## src/rtl/rgma_pkg.sv

```systemverilog
`timescale 1ns / 1ps
// ----------------------------------------------------------------------------
// rgma_pkg: shared definitions for the ramped gain mix-accumulate block
// Fixed-point constants, configuration register indexes and the pipeline
// control bundle passed from the top level to the datapath.
// ----------------------------------------------------------------------------
package rgma_pkg;

  // Default width of the running gain.
  localparam int GAIN_BITS_DEFAULT = 32;

  localparam int SAMPLE_W = 32;

  // Fraction bits of the two fixed-point formats.
  localparam int Q_LO_FRAC = 15;
  localparam int Q_HI_FRAC = 23;

  // Product bits needed to form the result in the wider fraction format.
  localparam int SUM_W = SAMPLE_W + Q_HI_FRAC;

  localparam int CFG_DATA_W  = 32;
  localparam int CFG_INDEX_W = 2;

  typedef enum logic [CFG_INDEX_W-1:0] {
    CFG_START_VOLUME   = 2'd0,
    CFG_RAMP_STEP      = 2'd1,
    CFG_PRECISION_MODE = 2'd2
  } cfg_index_t;

  // Precision mode codes.
  localparam logic PREC_Q15 = 1'b0;
  localparam logic PREC_Q23 = 1'b1;

  // Load strobes for the two datapath stages after the input register.
  typedef struct packed {
    logic load_prod;
    logic load_result;
  } rgma_pipe_ctrl_t;

endpackage

```

## src/rtl/ramped_gain_mix_accumulate.sv

```systemverilog
`timescale 1ns / 1ps
// ----------------------------------------------------------------------------
// ramped_gain_mix_accumulate: ramped gain mix into an accumulation buffer
// Scales each source sample by a running fixed-point gain, adds it to the
// destination sample and steps the gain by a ramp after every sample.
// ----------------------------------------------------------------------------
// Pipeline: a request accepted at a clock edge passes through the input,
// partial-product and result registers on its way to the result ports.
// Throughput: one request per cycle. A stalled result holds back only the full
// stages behind it; empty stages keep filling, so bubbles are squeezed out.
// Reset: clears the configuration registers, the running gain and all stage
// valid bits; the first request after reset starts a new block.
// ----------------------------------------------------------------------------
module ramped_gain_mix_accumulate
  import rgma_pkg::*;
#(
  parameter int GAIN_BITS = GAIN_BITS_DEFAULT
) (
  input  logic                   clk,
  input  logic                   rst,

  // Configuration write port.
  input  logic                   cfg_write,
  input  logic [CFG_INDEX_W-1:0] cfg_index,
  input  logic [CFG_DATA_W-1:0]  cfg_data,

  // Sample requests.
  input  logic                   sample_valid,
  output logic                   sample_stall,
  input  logic signed [31:0]     in_sample,
  input  logic signed [31:0]     acc_sample,
  input  logic                   last,

  // Result requests.
  output logic                   result_valid,
  input  logic                   result_stall,
  output logic signed [31:0]     mixed_sample,
  output logic signed [31:0]     tail_sample,
  output logic                   end_of_block
);

  // Configuration registers.
  logic signed [31:0] start_volume;
  logic signed [31:0] ramp_step;
  logic               precision_mode;

  always_ff @(posedge clk) begin
    if (rst) begin
      start_volume   <= '0;
      ramp_step      <= '0;
      precision_mode <= PREC_Q15;
    end else if (cfg_write) begin
      case (cfg_index_t'(cfg_index))
        CFG_START_VOLUME:   start_volume   <= $signed(cfg_data);
        CFG_RAMP_STEP:      ramp_step      <= $signed(cfg_data);
        CFG_PRECISION_MODE: precision_mode <= cfg_data[0];
        default: ;
      endcase
    end
  end

  // Pipeline flow control. Each stage takes new data when it is empty or
  // when the stage after it is moving. The stall reaching the sample side
  // is the result-side stall propagated back through full stages only.
  logic v_in;
  logic v_prod;
  logic v_result;
  logic ready_in;
  logic ready_prod;
  logic ready_result;
  logic accept;

  assign ready_result = !v_result || !result_stall;
  assign ready_prod   = !v_prod   || ready_result;
  assign ready_in     = !v_in     || ready_prod;
  assign sample_stall = !ready_in;
  assign accept       = sample_valid && ready_in;
  assign result_valid = v_result;

  always_ff @(posedge clk) begin
    if (rst) begin
      v_in     <= 1'b0;
      v_prod   <= 1'b0;
      v_result <= 1'b0;
    end else begin
      if (ready_in) begin
        v_in <= sample_valid;
      end
      if (ready_prod) begin
        v_prod <= v_in;
      end
      if (ready_result) begin
        v_result <= v_prod;
      end
    end
  end

  // The gain is sampled at acceptance so the ramp advances once per request,
  // independent of how long the request later sits in the pipeline.
  logic signed [GAIN_BITS-1:0] gain;

  rgma_gain #(
    .GAIN_BITS (GAIN_BITS)
  ) u_gain (
    .clk          (clk),
    .rst          (rst),
    .advance      (accept),
    .last         (last),
    .start_volume (start_volume),
    .ramp_step    (ramp_step),
    .gain         (gain)
  );

  // Input register: the request together with the gain that applies to it.
  logic signed [31:0]          in_x;
  logic signed [31:0]          in_acc;
  logic                        in_last;
  logic signed [GAIN_BITS-1:0] in_gain;
  logic                        in_prec;

  always_ff @(posedge clk) begin
    if (accept) begin
      in_x    <= in_sample;
      in_acc  <= acc_sample;
      in_last <= last;
      in_gain <= gain;
      in_prec <= precision_mode;
    end
  end

  rgma_pipe_ctrl_t ctrl;

  assign ctrl = '{load_prod: v_in && ready_prod, load_result: v_prod && ready_result};

  rgma_mac #(
    .GAIN_BITS (GAIN_BITS)
  ) u_mac (
    .clk          (clk),
    .ctrl         (ctrl),
    .x            (in_x),
    .acc          (in_acc),
    .last         (in_last),
    .gain         (in_gain),
    .prec         (in_prec),
    .mixed_sample (mixed_sample),
    .tail_sample  (tail_sample),
    .end_of_block (end_of_block)
  );

endmodule

```

## src/rtl/rgma_gain.sv

```systemverilog
`timescale 1ns / 1ps
// ----------------------------------------------------------------------------
// rgma_gain: running gain sequencer
// Supplies the gain for the sample being accepted and steps it by the ramp,
// reloading from the start volume at the first sample of each block.
// ----------------------------------------------------------------------------
module rgma_gain
  import rgma_pkg::*;
#(
  parameter int GAIN_BITS = GAIN_BITS_DEFAULT
) (
  input  logic                        clk,
  input  logic                        rst,
  input  logic                        advance,
  input  logic                        last,
  input  logic signed [31:0]          start_volume,
  input  logic signed [31:0]          ramp_step,
  output logic signed [GAIN_BITS-1:0] gain
);

  logic signed [GAIN_BITS-1:0] current_gain;
  logic                        at_block_start;
  logic signed [GAIN_BITS-1:0] start_ext;
  logic signed [GAIN_BITS-1:0] ramp_ext;

  // Sign extend, or wrap when the gain is narrower than 32 bits.
  assign start_ext = GAIN_BITS'(start_volume);
  assign ramp_ext  = GAIN_BITS'(ramp_step);

  assign gain = at_block_start ? start_ext : current_gain;

  always_ff @(posedge clk) begin
    if (rst) begin
      current_gain   <= '0;
      at_block_start <= 1'b1;
    end else if (advance) begin
      current_gain   <= gain + ramp_ext;
      at_block_start <= last;
    end
  end

endmodule

```

## src/rtl/rgma_mac.sv

```systemverilog
`timescale 1ns / 1ps
// ----------------------------------------------------------------------------
// rgma_mac: scaled multiply-accumulate datapath
// Forms two registered partial products of sample and gain, then sums them,
// picks the integer part for the fraction format and adds the destination.
// ----------------------------------------------------------------------------
module rgma_mac
  import rgma_pkg::*;
#(
  parameter int GAIN_BITS = GAIN_BITS_DEFAULT
) (
  input  logic                        clk,
  input  rgma_pipe_ctrl_t             ctrl,
  input  logic signed [31:0]          x,
  input  logic signed [31:0]          acc,
  input  logic                        last,
  input  logic signed [GAIN_BITS-1:0] gain,
  input  logic                        prec,
  output logic signed [31:0]          mixed_sample,
  output logic signed [31:0]          tail_sample,
  output logic                        end_of_block
);

  localparam int HI_BITS = GAIN_BITS / 2;
  localparam int LO_BITS = GAIN_BITS - HI_BITS;
  localparam int PP_LO_W = SAMPLE_W + LO_BITS + 1;
  localparam int PP_HI_W = SAMPLE_W + HI_BITS;

  logic signed [PP_LO_W-1:0] pp_lo_calc;
  logic signed [PP_HI_W-1:0] pp_hi_calc;

  logic signed [PP_LO_W-1:0] pp_lo;
  logic signed [PP_HI_W-1:0] pp_hi;
  logic signed [31:0]        acc_d;
  logic                      last_d;
  logic                      prec_d;

  logic [SUM_W-1:0] prod;
  logic [31:0]      scaled;

  // The low gain half is unsigned, the high half carries the sign.
  assign pp_lo_calc = x * $signed({1'b0, gain[LO_BITS-1:0]});
  assign pp_hi_calc = x * $signed(gain[GAIN_BITS-1:LO_BITS]);

  always_ff @(posedge clk) begin
    if (ctrl.load_prod) begin
      pp_lo  <= pp_lo_calc;
      pp_hi  <= pp_hi_calc;
      acc_d  <= acc;
      last_d <= last;
      prec_d <= prec;
    end
  end

  // Product kept modulo 2^SUM_W, enough for the highest bit either format uses.
  assign prod = SUM_W'(pp_lo) + (SUM_W'(pp_hi) << LO_BITS);

  always_comb begin
    case (prec_d)
      PREC_Q15: scaled = prod[Q_LO_FRAC +: 32];
      PREC_Q23: scaled = prod[Q_HI_FRAC +: 32];
      default:  scaled = prod[Q_LO_FRAC +: 32];
    endcase
  end

  always_ff @(posedge clk) begin
    if (ctrl.load_result) begin
      mixed_sample <= acc_d + $signed(scaled);
      tail_sample  <= last_d ? $signed(scaled) : '0;
      end_of_block <= last_d;
    end
  end

endmodule

```

## config.mk

```make
export PLATFORM = sky130hd
export DESIGN_NAME = ramped_gain_mix_accumulate
export DESIGN_NICKNAME = d
export VERILOG_FILES = /design/src/rtl/rgma_pkg.sv /design/src/rtl/ramped_gain_mix_accumulate.sv /design/src/rtl/rgma_gain.sv /design/src/rtl/rgma_mac.sv
export SDC_FILE = /design/constraint.sdc
export NUM_CORES = 2
export LEC_CHECK = 0
export ABC_AREA = 1
export BUFFER_PORTS_ARGS = -buffer_cell sky130_fd_sc_hd__buf_4
export CAP_MARGIN = 40
export CORE_MARGIN = 3
export CORE_UTILIZATION = 50
export CTS_BUF_LIST = sky130_fd_sc_hd__clkbuf_2
export CTS_CLUSTER_SIZE = 8
export DETAILED_ROUTE_END_ITERATION = 10
export GPL_TIMING_DRIVEN = 1
export HOLD_SLACK_MARGIN = 0.15
export PLACE_DENSITY = 0.65
export SLEW_MARGIN = 20
export SYNTH_ARGS = -nofsm -noshare
export SYNTH_HDL_FRONTEND = slang
export SYNTH_HIERARCHICAL = 1
export SYNTH_SLANG_ARGS = --single-unit
```

## constraint.sdc

```tcl
create_clock -name clk -period 12.8 [get_ports clk]
set_input_delay 1.28 -clock clk [delete_from_list [all_inputs] [get_ports clk]]
set_output_delay 1.28 -clock clk [all_outputs]
set_load 0.01 [all_outputs]
```

==> flow_summary.ini <==
[outcome]
status = completed

[placement]
io_buffer_count = 170
finalWeightedCongestion = 1.04
dp_hpwl_mm = 132

[setup_path]
cp-startpoint = in_x[13]$_DFFE_PP_
cp.required_ps = 13840
start_kind = flop
cp_max_fo = 32
arrival_ps = 7770
worst-setup-path-type = reg -> reg
critPathCaptureType = flop
timing.rr.end = u_mac/pp_lo[43]$_DFFE_PP_
regToRegStartpoint = in_x[13]$_DFFE_PP_
rrSetupSlack_ps = 6080
ff2ff_path_depth = 19

[global_route]
grt_max_degree = 117
grt_pass1_wl_mm = 268
overflow = 0
antenna_found_initial = 3
grt_pass1_vias = 47187
grt_use_total = 0.300

[synthesis]
ys.warnings.count = 6
synth_area_per_cell_um2 = 7.68
synth_cell_types = 52
synth-seq-cells = 371
synth_edf_count = 270
ys_top_cells_by_area = fa_1, edfxtp_1, nand2_1
synth_top_cell_area_share = 0.321
syn-num-nets = 8532
netlist_top_cells_count = nand2_1, inv_1, fa_1
synth_top_cell_by_area = fa_1
synth_area_um2 = 55400
yosysMostFrequentCell = nand2_1
netlist_instances = 7220
seq_area_frac_synth = 0.183
synthArstFlopShare = 0
synth_flop_cell = edfxtp_1

[job]
cap_violations = 0

[timing]
finalHoldViolCount = 0
rsz0062_at_grt = no
drv_slew = 0
finalCritPeriodShare = 0.525
worstMarginPinSlew_ps = 929
min_period_ps = 6720
relSlewSlack = 0.373
max_freq_ghz = 0.149
setup_viol = 0
fin_skew_ps = 120
tns_ps = 0

[min_path]
hold_end = result_valid$_SDFFE_PP0P_
min-delay-start = result_stall
min_path_type = in -> reg
worstHoldPathCells = 3

[clock_network]
cts.clk_slew.worst_paths_ps = 90
clock_sinks = 371
clkLatencyLatePin_ps = 1330
root_buffer = clkbuf_2
cts_tree = done
max-clock-path-buffers = 3
htree_levels = 3
cts-buffers-inserted = 104

[drt]
first_pass_iters = 6
postRouteAntennaNets = 0
totalWireLength_mm = 169
drc = 0
routedWlPerCell_um = 18.8
drtIter0Drc = 3592
via_count = 46031
vias_per_cell = 5.12

[floorplan]
die_area_um2 = 115000
io_pins = 171
core_area_um2 = 109000
die_w_um = 339
num_rows = 121
initial_utilization = 0.506
dieHeight_um = 339

[finish]
layout-drive-gt1-share = 0.0681
nNetsFinal = 8738
syn2layout_area_growth_pct = 8.58
-- per-layer routing --
metal | wire length [um] | vias to the layer above | GRT usage
met2 | 78500 | 1741 | 0.494
met4 | 5820 | 0 | 0.0953
met1 | 71900 | 22447 | 0.407
li1 | - | 21531 | -
met3 | 12700 | 312 | 0.0464
met5 | 0 | - | 0
-- logic make-up (layout without fill, tap and decap cells) --
kind of cell | after synthesis | after routing | synth area share
and+or+nand+nor | 2813 | 2813 | 0.205
AOI/OAI and AO/OA | 480 | 480 | 0.0475
other | 0 | 6 | 0
DFF | 371 | 371 | 0.183
adders and majority gates | 1208 | 1208 | 0.393
buffers and inverters | 2220 | 2506 | 0.152
xor gates and xnor gates | 128 | 128 | 0.0202
-- worst max path at each step --
stage | to | slack, ps | cells past startpoint
after floorplan | u_gain/current_gain[2]$_SDFFE_PP0P_ | 5900 | 9
after global placement | u_mac/pp_lo[48]$_DFFE_PP_ | 6250 | 20
after detailed placement | u_mac/pp_lo[48]$_DFFE_PP_ | 6210 | 20
after CTS | u_mac/pp_lo[46]$_DFFE_PP_ | 6220 | 19
after global routing | u_mac/pp_lo[46]$_DFFE_PP_ | 5750 | 19
final | u_mac/pp_lo[43]$_DFFE_PP_ | 6080 | 19
-- cell usage in the layout (no fill, tap or decap), types with 4 or more instances in the layout --
cell           instances
dfxtp_1              100
clkinv_2               8
xor2_1                94
a21oi_1              251
fa_1                 889
o21ai_0              120
nor4_1                 6
clkinv_1              27
nor3_2                 6
nor2_1               419
inv_6                  4
a21boi_0               4
inv_2                  9
buf_4                241
nand3b_1               7
o21bai_1              24
o21ai_1               14
xnor2_1               34
ha_1                 319
nand2_1             2004
nor2_4                 4
buf_12                 4
nor3_1                23
dlygate4sd3_1         97
a31oi_1               18
diode_2                6
clkbuf_2             144
nand2_2               28
nand3_1              229
inv_1               1966
edfxtp_1             270
nor2_2                23
or2_2                  8
nand4_1               33
o21a_1                 7
a21o_1                27
nand3_2               11
-- what timing repair did --
action	CTS	global route
hold endpoints to repair	100	0
buffers inserted	0	0
hold buffers	97	0
resized for setup	0	0
endpoints found under the setup margin	0	0
-- flip-flops by register name (all words and copies together), names as in the netlist, 32 cells and up --
name	count
u_mac/pp_hi	39
u_mac/pp_lo	34
in_acc	32
in_gain	32
in_x	32
ramp_step	32
start_volume	32
u_gain/current_gain	32
u_mac/acc_d	32
u_mac/mixed_sample	32
u_mac/tail_sample	32
-- critical path: stages (launching register included) --
cell and delay, ps:
edfxtp_1 340, buf_4 500, nand2_1 180, fa_1 570, inv_1 60, fa_1 560
fa_1 430, fa_1 490, fa_1 500, inv_1 50, fa_1 480, inv_1 40
ha_1 410, nand2_1 140, nor2_1 220, nand2_1 190, nor4_1 620, nand3_1 400
nand4_1 160, nand2_1 110
-- through the flow --
| step | cells | hold slack (ps) | area [um^2] | setup slack (ps) | utilization |
|---|---|---|---|---|---|
| final | 8988 | 351 | 60200 | 6080 | 0.550 |
| after global routing | 8987 | 271 | 60200 | 5750 | 0.550 |
| after CTS | 8981 | 188 | 60100 | 6220 | 0.549 |
| after detailed placement | 8698 | 406 | 58200 | 6210 | 0.532 |
| after global placement | 8694 | 403 | 58100 | 6250 | 0.531 |
| after floorplan | 7220 | 400 | 55400 | 5900 | - |
-- final cells by class --
class / instances / area [um^2]
diodes: 6 / 15.0
clock buffers: 144 / 721
clock inverters: 42 / 245
fillers: 10592 / 49300
inverters: 1976 / 7420
multi-input cells: 4629 / 36900
flip-flops and latches: 371 / 10100
well taps: 1476 / 1850
repair buffers: 344 / 2900
Power is left out: the tool's default activity adds up to more than one toggle a clock period on the data nets, which glitch-free logic cannot reach.
